[config.mk]
export PLATFORM = sky130hd
export DESIGN_NAME = bounded_deque_with_search
export DESIGN_NICKNAME = d
export VERILOG_FILES = /design/src/rtl/dqs_pkg.sv /design/src/rtl/dqs_mem.sv /design/src/rtl/dqs_ctrl.sv /design/src/rtl/bounded_deque_with_search.sv
export SDC_FILE = /design/constraint.sdc
export NUM_CORES = 2
export LEC_CHECK = 0
export BUFFER_PORTS_ARGS = -buffer_cell sky130_fd_sc_hd__buf_4
export CORE_MARGIN = 5
export CORE_UTILIZATION = 60
export DETAILED_ROUTE_END_ITERATION = 8
export GPL_TIMING_DRIVEN = 0
export PLACE_DENSITY_LB_ADDON = 0.25
export SYNTH_ARGS = -nofsm -noshare
export SYNTH_HDL_FRONTEND = slang
export SYNTH_SLANG_ARGS = --single-unit
[constraint.sdc]
create_clock -name clk -period 9.6 [get_ports clk]
set_input_delay 1.44 -clock clk [delete_from_list [all_inputs] [get_ports clk]]
set_output_delay 1.44 -clock clk [all_outputs]
set_load 0.005 [all_outputs]
[src/rtl/dqs_pkg.sv]
// Shared types, constants and index helpers for the bounded deque with search.
// Used by dqs_mem, dqs_ctrl and bounded_deque_with_search. No dependencies.
`default_nettype none

package dqs_pkg;

	localparam int DQS_CAPACITY = 64;
	localparam int DQS_AW       = $clog2(DQS_CAPACITY);
	localparam int DQS_CW       = $clog2(DQS_CAPACITY + 1);
	localparam int DQS_DW       = 32;

	// operation codes
	localparam logic [2:0] FN_ADD_FRONT    = 3'd0;
	localparam logic [2:0] FN_ADD_BACK     = 3'd1;
	localparam logic [2:0] FN_REMOVE_FRONT = 3'd2;
	localparam logic [2:0] FN_REMOVE_BACK  = 3'd3;
	localparam logic [2:0] FN_SEARCH       = 3'd4;

	typedef enum logic [1:0] {
		ST_IDLE,
		ST_SCAN,
		ST_RESULT
	} dqs_state_t;

	typedef struct packed {
		logic [2:0]               func;
		logic signed [DQS_DW-1:0] value;
	} req_t;

	typedef struct packed {
		logic              ok;
		logic              found;
		logic [DQS_CW-1:0] count;
		logic              empty_res;
	} rsp_t;

	typedef struct packed {
		logic              we;
		logic [DQS_AW-1:0] waddr;
		logic [DQS_DW-1:0] wdata;
		logic              re;
		logic [DQS_AW-1:0] raddr;
	} mem_cmd_t;

	function automatic logic [DQS_AW-1:0] idx_inc(input logic [DQS_AW-1:0] i);
		return (i == DQS_AW'(DQS_CAPACITY - 1)) ? '0 : i + 1'b1;
	endfunction

	function automatic logic [DQS_AW-1:0] idx_dec(input logic [DQS_AW-1:0] i);
		return (i == '0) ? DQS_AW'(DQS_CAPACITY - 1) : i - 1'b1;
	endfunction

	// head + offset, offset below capacity: one compare and subtract
	function automatic logic [DQS_AW-1:0] idx_add(input logic [DQS_AW-1:0] h,
	                                              input logic [DQS_CW-1:0] c);
		logic [DQS_CW:0] s;
		s = (DQS_CW+1)'(h) + (DQS_CW+1)'(c);
		if (s >= (DQS_CW+1)'(DQS_CAPACITY)) begin
			s = s - (DQS_CW+1)'(DQS_CAPACITY);
		end
		return s[DQS_AW-1:0];
	endfunction

endpackage

`default_nettype wire

[src/rtl/dqs_mem.sv]
// Entry storage: one write port, one read port, registered read data.
// Depends on dqs_pkg.
`default_nettype none

module dqs_mem
	import dqs_pkg::*;
(
	input  wire logic              clk,
	input  wire mem_cmd_t          cmd,
	output logic [DQS_DW-1:0]      rdata
);

	logic [DQS_DW-1:0] mem_q [DQS_CAPACITY];
	logic [DQS_DW-1:0] rdata_q;

	always_ff @(posedge clk) begin
		if (cmd.we) begin
			mem_q[cmd.waddr] <= cmd.wdata;
		end
	end

	always_ff @(posedge clk) begin
		if (cmd.re) begin
			rdata_q <= mem_q[cmd.raddr];
		end
	end

	assign rdata = rdata_q;

endmodule

`default_nettype wire

[src/rtl/dqs_ctrl.sv]
// Deque control: head/count bookkeeping, the search scan over the entry
// memory, and the pending result. Depends on dqs_pkg.
`default_nettype none

module dqs_ctrl
	import dqs_pkg::*;
(
	input  wire logic              clk,
	input  wire logic              arst_n,
	input  wire logic              req_valid,
	output logic                   req_stall,
	input  wire req_t              req,
	output logic                   res_valid,
	input  wire logic              res_take,
	output rsp_t                   res,
	output mem_cmd_t               mem_cmd,
	input  wire logic [DQS_DW-1:0] mem_rdata
);

	dqs_state_t state_q, state_nx;

	logic [DQS_AW-1:0] head_q, head_nx;
	logic [DQS_CW-1:0] count_q, count_nx;
	logic [DQS_DW-1:0] key_q;
	logic [DQS_AW-1:0] ptr_q;
	logic [DQS_CW-1:0] left_q;
	logic              pend_s1, last_s1;
	rsp_t              res_q;

	logic              accept, not_full, not_empty;
	logic              ok_nx, we_nx, go_scan;
	logic [DQS_AW-1:0] waddr_nx;
	logic              issue, hit, scan_done;

	assign accept    = (state_q == ST_IDLE) && req_valid;
	assign not_full  = count_q < DQS_CW'(DQS_CAPACITY);
	assign not_empty = count_q != '0;
	assign issue     = (state_q == ST_SCAN) && (left_q != '0);
	assign hit       = pend_s1 && (mem_rdata == key_q);
	assign scan_done = pend_s1 && (hit || last_s1);

	// effect of one operation on head and count
	always_comb begin
		head_nx  = head_q;
		count_nx = count_q;
		ok_nx    = 1'b0;
		we_nx    = 1'b0;
		waddr_nx = idx_add(head_q, count_q);
		go_scan  = 1'b0;
		case (req.func)
			FN_ADD_FRONT: begin
				if (not_full) begin
					head_nx  = idx_dec(head_q);
					waddr_nx = idx_dec(head_q);
					count_nx = count_q + 1'b1;
					we_nx    = 1'b1;
					ok_nx    = 1'b1;
				end
			end
			FN_ADD_BACK: begin
				if (not_full) begin
					count_nx = count_q + 1'b1;
					we_nx    = 1'b1;
					ok_nx    = 1'b1;
				end
			end
			FN_REMOVE_FRONT: begin
				if (not_empty) begin
					head_nx  = idx_inc(head_q);
					count_nx = count_q - 1'b1;
					ok_nx    = 1'b1;
				end
			end
			FN_REMOVE_BACK: begin
				if (not_empty) begin
					count_nx = count_q - 1'b1;
					ok_nx    = 1'b1;
				end
			end
			FN_SEARCH: begin
				ok_nx   = 1'b1;
				go_scan = not_empty;
			end
			default: begin
			end
		endcase
	end

	// next state
	always_comb begin
		state_nx = state_q;
		unique case (state_q)
			ST_IDLE: begin
				if (accept) begin
					state_nx = go_scan ? ST_SCAN : ST_RESULT;
				end
			end
			ST_SCAN: begin
				if (scan_done) begin
					state_nx = ST_RESULT;
				end
			end
			ST_RESULT: begin
				if (res_take) begin
					state_nx = ST_IDLE;
				end
			end
			default: state_nx = ST_IDLE;
		endcase
	end

	// outputs
	always_comb begin
		req_stall     = (state_q != ST_IDLE);
		res_valid     = (state_q == ST_RESULT);
		res           = res_q;
		mem_cmd.we    = accept && we_nx;
		mem_cmd.waddr = waddr_nx;
		mem_cmd.wdata = req.value;
		mem_cmd.re    = issue;
		mem_cmd.raddr = ptr_q;
	end

	always_ff @(posedge clk or negedge arst_n) begin
		if (!arst_n) begin
			state_q <= ST_IDLE;
			head_q  <= '0;
			count_q <= '0;
			pend_s1 <= 1'b0;
			last_s1 <= 1'b0;
			left_q  <= '0;
		end else begin
			state_q <= state_nx;
			pend_s1 <= issue;
			last_s1 <= issue && (left_q == DQS_CW'(1));
			if (accept) begin
				head_q  <= head_nx;
				count_q <= count_nx;
				left_q  <= count_q;
			end else if (issue) begin
				left_q <= left_q - 1'b1;
			end
		end
	end

	// payload registers
	always_ff @(posedge clk) begin
		if (accept) begin
			key_q           <= req.value;
			ptr_q           <= head_q;
			res_q.ok        <= ok_nx;
			res_q.found     <= 1'b0;
			res_q.count     <= count_nx;
			res_q.empty_res <= (count_nx == '0);
		end else begin
			if (issue) begin
				ptr_q <= idx_inc(ptr_q);
			end
			if ((state_q == ST_SCAN) && scan_done) begin
				res_q.found <= hit;
			end
		end
	end

endmodule

`default_nettype wire

[src/rtl/bounded_deque_with_search.sv]
// Top level of the bounded deque with search: control, entry memory and
// the response register. Depends on dqs_pkg, dqs_mem and dqs_ctrl.
`default_nettype none

// A double-ended queue of up to DQS_CAPACITY (64) signed 32-bit entries kept
// in a ring inside one synchronous memory. Every request (add front, add
// back, remove front, remove back, search) gives exactly one response with
// ok, found, the entry count after the request and an empty flag. Adding to
// a full queue or removing from an empty one answers ok = 0 and leaves the
// queue as it was; unused function codes answer ok = 0, found = 0. Adds and
// removes: the request is taken and the ring updated, then the response is
// handed to the output register once that register can take it; no new
// request is taken before then. A search reads the stored entries front to
// back through the single memory read port, one entry per cycle, and stops
// at the first match or after the last entry; a search of an empty queue
// reads nothing. The response register lets the next request be taken while
// an earlier response still waits under rsp_stall. There is no clearing
// pass after reset: only entries that were written are ever read.
module bounded_deque_with_search
	import dqs_pkg::*;
(
	input  wire logic clk,
	input  wire logic arst_n,
	input  wire logic req_valid,
	output logic      req_stall,
	input  wire req_t req,
	output logic      rsp_valid,
	input  wire logic rsp_stall,
	output rsp_t      rsp
);

	mem_cmd_t          mem_cmd;
	logic [DQS_DW-1:0] mem_rdata;
	logic              res_valid, res_take;
	rsp_t              res;

	logic rsp_valid_q;
	rsp_t rsp_q;

	dqs_mem u_mem (
		.clk   (clk),
		.cmd   (mem_cmd),
		.rdata (mem_rdata)
	);

	dqs_ctrl u_ctrl (
		.clk       (clk),
		.arst_n    (arst_n),
		.req_valid (req_valid),
		.req_stall (req_stall),
		.req       (req),
		.res_valid (res_valid),
		.res_take  (res_take),
		.res       (res),
		.mem_cmd   (mem_cmd),
		.mem_rdata (mem_rdata)
	);

	// output register takes a new response when empty or being drained
	assign res_take = !rsp_valid_q || !rsp_stall;

	always_ff @(posedge clk or negedge arst_n) begin
		if (!arst_n) begin
			rsp_valid_q <= 1'b0;
		end else if (res_take) begin
			rsp_valid_q <= res_valid;
		end
	end

	always_ff @(posedge clk) begin
		if (res_take && res_valid) begin
			rsp_q <= res;
		end
	end

	assign rsp_valid = rsp_valid_q;
	assign rsp       = rsp_q;

	// count stays within capacity
	a_count_bound: assert property (@(posedge clk) disable iff (!arst_n)
		rsp_valid |-> (rsp.count <= DQS_CW'(DQS_CAPACITY)))
		else $error("response count above capacity");

	// empty flag agrees with count
	a_empty_flag: assert property (@(posedge clk) disable iff (!arst_n)
		rsp_valid |-> (rsp.empty_res == (rsp.count == '0)))
		else $error("empty flag disagrees with count");

	// a match is only reported by a successful operation
	a_found_ok: assert property (@(posedge clk) disable iff (!arst_n)
		(rsp_valid && rsp.found) |-> rsp.ok)
		else $error("found without ok");

	// a taken request always leaves the control busy in the next cycle
	a_busy_after_take: assert property (@(posedge clk) disable iff (!arst_n)
		(req_valid && !req_stall) |=> req_stall)
		else $error("request taken while previous one still open");

endmodule

`default_nettype wire
Word level (Yosys, flattened, before mapping)
Memories as Yosys holds them, arrays and structs flattened. A register that Yosys moved wholly into a read port is not among the register bits.
Cells that the tools add are included.

word-level totals
  memories = 1
  RAM bits = 2048
  output and inout port bits = 12
  flip-flop bits (word level) = 83
  word-level logic and storage cells = 96
  bits of input ports = 39

operators by class
  $add $sub $neg = 8
  equal/unequal tests = 15
  magnitude comparators = 2
  reduce and logical (&&, ||, !) cells = 25
  muxes and demuxes = 28

memory list
  name         depth  bits a word  read ports  clocked after memory_dff  write ports  RTL line       source
  u_mem.mem_q  64     32           1           1                         1            dqs_mem.sv:13  logic [DQS_DW-1:0] mem_q [DQS_CAPACITY];

operators by type and width
  cell                 count
  $mux 6               10
  $eq 32x32->1         1
  $mux 7               4
  $pmux 7 s2           1
  $reduce_bool 7->1    2
  $sub 7x1->7 const B  2
  $add 6x1->6 const B  2
  $eq 6x6->1 const B   2
  $pmux 6 s2           1
  $sub 6x1->6 const B  2
  $ne 2x1->1 const B   5
  $add 6x7->8          1
  $ge 8x7->1 const B   1
  $logic_and 1x1->1    8
  $mux 2               4
  $add 7x1->7 const B  1
  $eq 7x1->1 const B   1
  $logic_not 7->1      1
  $lt 7x7->1 const B   1
  $eq 3x2->1 const B   2
  $logic_not 6->1      1
  $mux 1               6
  $pmux 2 s3           1
  $reduce_bool 2->1    3
  other kinds (12)     15

Longest topological paths before layout
  depth in word-level cells = 6
  depth in mapped cells = 9
  gate-level depth less buffers = 8

Hierarchy
From an unflattened synthesis, not the netlist that was laid out.

second synthesis, totals
  cell total of the unflattened synthesis = 3743
  area, all modules = 83461.3 um^2

modules (own cells, without submodules)
  module                     seq. area each (um^2)  instances  area each (um^2)  cells an instance
  dqs_mem                    62459.9                1          78835.6           3324
  dqs_ctrl                   2031.9                 1          4277.9            405
  bounded_deque_with_search  325.3                  1          347.8             14

Worst setup path after synthesis
No wires, ideal clock.

  path kind = input to register
  from = in req[34] (netlist bit)
  to = mem u_mem.mem_q[47][0], enable pin
  stages = 8
  required time = 9.139 ns
  library setup time = 0.461 ns
  buffers on the path = 2
  setup slack = 4.071 ns
  arrival = 5.068 ns
  cell sequence = buf_2 nor3_1 nand2b_1 clkbuf_1 a21oi_1 nor2b_1 a22oi_1 nor3_1

between the ends
  word-level cells in the longest chain between the ends = 6
  elaborated cells between the ends (all ways) = 8
  classes of those cells = 1 x eq/ne; 4 x mux; 3 x reduce/logical

ends and longest elaborated chain
  what                                                  RTL line                         source
  start, declared                                       bounded_deque_with_search.sv:26  input wire req_t req,
  $eq 3x1->1 / $logic_not 3->1 (equally long branches)  dqs_ctrl.sv:50                   case (req.func)
  $reduce_or 2->1 (no source line)                      n/a
  $mux 1                                                n/a
  $logic_and 1x1->1                                     dqs_ctrl.sv:117                  mem_cmd.we = accept && we_nx;
  $mux 1                                                dqs_mem.sv:17                    if (cmd.we) begin
  $mux 1 (implied by the code)                          dqs_mem.sv:18                    mem_q[cmd.waddr] <= cmd.wdata;
  end, declared                                         dqs_mem.sv:13

Parallel ways exist; a longest one is shown, timed or not.

==> impl_metrics.py <==
metrics = {
    "route": {
        "drc_errors": 0,
        "viasPerCell": 6.97,
        "drt_iter0_drc": 6402,
        "wl_per_cell_um": 35.7,
        "ant_nets": 0,
        "routed_wirelength_um": 216000,
        "vias": 42265,
        "drt_pass1_iterations": 5,
    },
    "hold_path": {
        "hold_path.class": "flop to flop",
    },
    "logic_synthesis": {
        "ys_async_sr_fraction_pct": 1.16,
        "synth_area_um2": 82800,
        "synth_ff_type": "edfxtp_1",
        "yosys_warnings": 0,
        "synth_top_area_share_pct": 77.5,
        "synth_area_leaders": "edfxtp_1, mux4_2, a22oi_1, a21oi_1, dfrtp_1",
        "syn_avg_cell_area_um2": 22.2,
        "yosysUniqueCellTypes": 61,
        "synth_seq_cells": 2163,
        "synthCells": 3735,
        "synth_common_cells": "edfxtp_1, mux4_2, a22oi_1",
        "ys_seq_area_share_pct": 78.3,
        "synth_edf_count": 2137,
        "synth_most_common_cell": "edfxtp_1",
        "synth_fp_nets": 3790,
        "synth_top_area_cell": "edfxtp_1",
    },
    "sta": {
        "setup-tns-final_ns": 0,
        "hold_ws_ns": 0.413,
        "relSlewSlack_pct": -7.77,
        "slew_viol_final": 12,
        "final.period_utilization_pct": 51.3,
        "timing.fmax_mhz": 203,
        "rsz0062_at_grt": "no",
        "final.setup_skew_ns": 0.0444,
        "worst_slew_pin_slew_ns": 1.62,
        "fin_crit_ns": 4.93,
        "hold_viol_final": 0,
        "setup_ws_ns": 4.67,
        "setup_viol": 0,
    },
    "cts": {
        "clock-sinks": 2163,
        "hold_buffers": 0,
        "postCtsSetupBuffers": 0,
        "htree_levels": 4,
        "cts_buffer_depth": 3,
        "cts-root-buf": "clkbuf_16",
        "cts_resized": 0,
        "cts_made_buffers": 204,
        "path_clk_slew_ns": 0.07,
        "clock_latency_ns": 0.84,
        "cts_tree": "done",
    },
    "power": {
        "powerDensity_nw_per_um2": 285,
        "power.leakage_uw": 0.0292,
        "worst_ir_drop_vdd_uv": 241,
    },
    "status": {
        "status": "finished with violations",
        "violations": "max-capacitance violations, max-slew violations",
    },
    "global_routing": {
        "busiest_layer": "met2",
        "use_met2_pct": 46.1,
        "grt_overflow": 0,
        "use_met3_pct": 8.46,
        "grt.met1_usage_pct": 41.4,
        "grt.total_usage_pct": 30.1,
        "grt_pass1_wl_um": 308000,
        "grt_pass1_vias": 42071,
        "grt_antenna_before_repair": 19,
        "grt_max_degree": 66,
    },
    "critical_path": {
        "crit_required_ns": 10.18,
        "path_max_fanout": 10,
        "start_kind": "flop",
        "critical_path_arrival_ns": 5.51,
        "crit_type": "flop to flop",
        "end_kind": "flop",
    },
    "placed_design": {
        "hpwl_um": 132000,
        "place_ws_ns": 3.77,
        "portBuffers": 48,
        "place_congestion": 0.911,
        "placed_cells": 5660,
    },
    "floorplan": {
        "pin_count": 51,
        "die_x_um": 381,
        "rows": 136,
        "coreArea_um2": 137000,
        "start_util_pct": 60.3,
        "die_h_um": 381,
        "die-area_um2": 145000,
    },
    "finish": {
        "nets": 4134,
        "area_growth_pct": 13.9,
        "fin_util_pct": 68.6,
        "layout-drive-gt1-share_pct": 25.7,
        "fin_cells": 6063,
    },
    "run": {
        "maxCapViolations": 1,
    },
}
==> through the flow <==
| step | cell area [um^2] | total power, uW |
|---|---|---|
| final | 94300 | 26900 |
| after CTS | 94200 | 26800 |
| after global placement | 85400 | 18500 |
| after detailed placement | 87500 | 18800 |
| after floorplan | 82800 | 15800 |
| after global routing | 94200 | 27700 |
==> state kept, by name, indices dropped and copies added, names as in the netlist <==
register,count
u_mem.mem_q,2048
u_ctrl.key_q,32
u_mem.rdata,32
rsp,10
u_ctrl.res,10
u_ctrl.count_q,7
u_ctrl.left_q,7
u_ctrl.head_q,6
u_ctrl.ptr_q,6
u_ctrl.state_q,2
rsp_valid,1
u_ctrl.last_s1,1
u_ctrl.pend_s1,1
==> cell type report <==
type / count / area, um^2
Inverter: 20 / 75.1
Fill cell: 8038 / 43100
Multi-Input combinational cell: 1343 / 17400
Antenna cell: 17 / 42.5
Clock inverter: 138 / 1380
Sequential cell: 2163 / 64800
Timing Repair Buffer: 138 / 2060
Clock buffer: 241 / 5290
Buffer: 209 / 955
Tap cell: 1794 / 2240
==> worst paths after layout <==
kind                            cells after the start                       endpoint  slack, ns                 startpoint
worst min-delay path                                0               rsp[6]$_DFFE_PP_       0.41    u_ctrl.res[6]$_DFFE_PP_
min in group asynchronous                           1  u_ctrl.count_q[1]$_DFFE_PN0P_       0.51                     arst_n
worst min register to register                      0               rsp[6]$_DFFE_PP_       0.41    u_ctrl.res[6]$_DFFE_PP_
worst max-delay path                                7       u_mem.rdata[7]$_DFFE_PP_       4.67  u_ctrl.ptr_q[1]$_DFFE_PP_
max in group asynchronous                           1   u_ctrl.left_q[5]$_DFFE_PN0P_       8.82                     arst_n
worst max register to register                      7       u_mem.rdata[7]$_DFFE_PP_       4.67  u_ctrl.ptr_q[1]$_DFFE_PP_
==> cell families after synthesis <==
| group | share of synthesized area (%) |
|---|---|
| mux | 14.0 |
| compound gates | 4.04 |
| fa+ha+maj | 0.251 |
| buf+inv | 1.24 |
| xor+xnor | 0.466 |
| flops | 78.3 |
| simple gates | 1.65 |
==> routing by layer <==
layer	routed length, um	up-vias
li1	-	16691
met1	77200	22086
met2	102000	3009
met3	26100	477
met4	11100	2
met5	13	-
==> worst max-delay path, cell delays in order, from the launching register on <==
cell and delay, ns:
edfxtp_1 0.43, clkbuf_1 0.82, clkbuf_1 0.96, buf_1 0.64, mux4_2 0.44, a22oi_1 0.63
a21oi_1 0.26, or4_1 0.45
==> cell usage in the layout, fill, tap and decap left out, drive strengths merged, types with 25 or more instances in the layout <==
cell type and n:
nor2 80, dfrtp 25, xnor2 33, a21oi 143
inv 28, or4 35, edfxtp 2137, a22oi 263
clkbuf 367, buf 221, clkinv 97, mux4 512
o21ai 28, nand2 49
==> power breakdown <==
group	leakage, uW	switching, uW	internal (uW)	total [uW]
combinational	0.00636	5030	2970	8000
sequential	0.0196	130	10700	10800
clock	0.00325	3470	4580	8050
total	0.0292	8630	18300	26900
(Power assumes the default switching activity.)
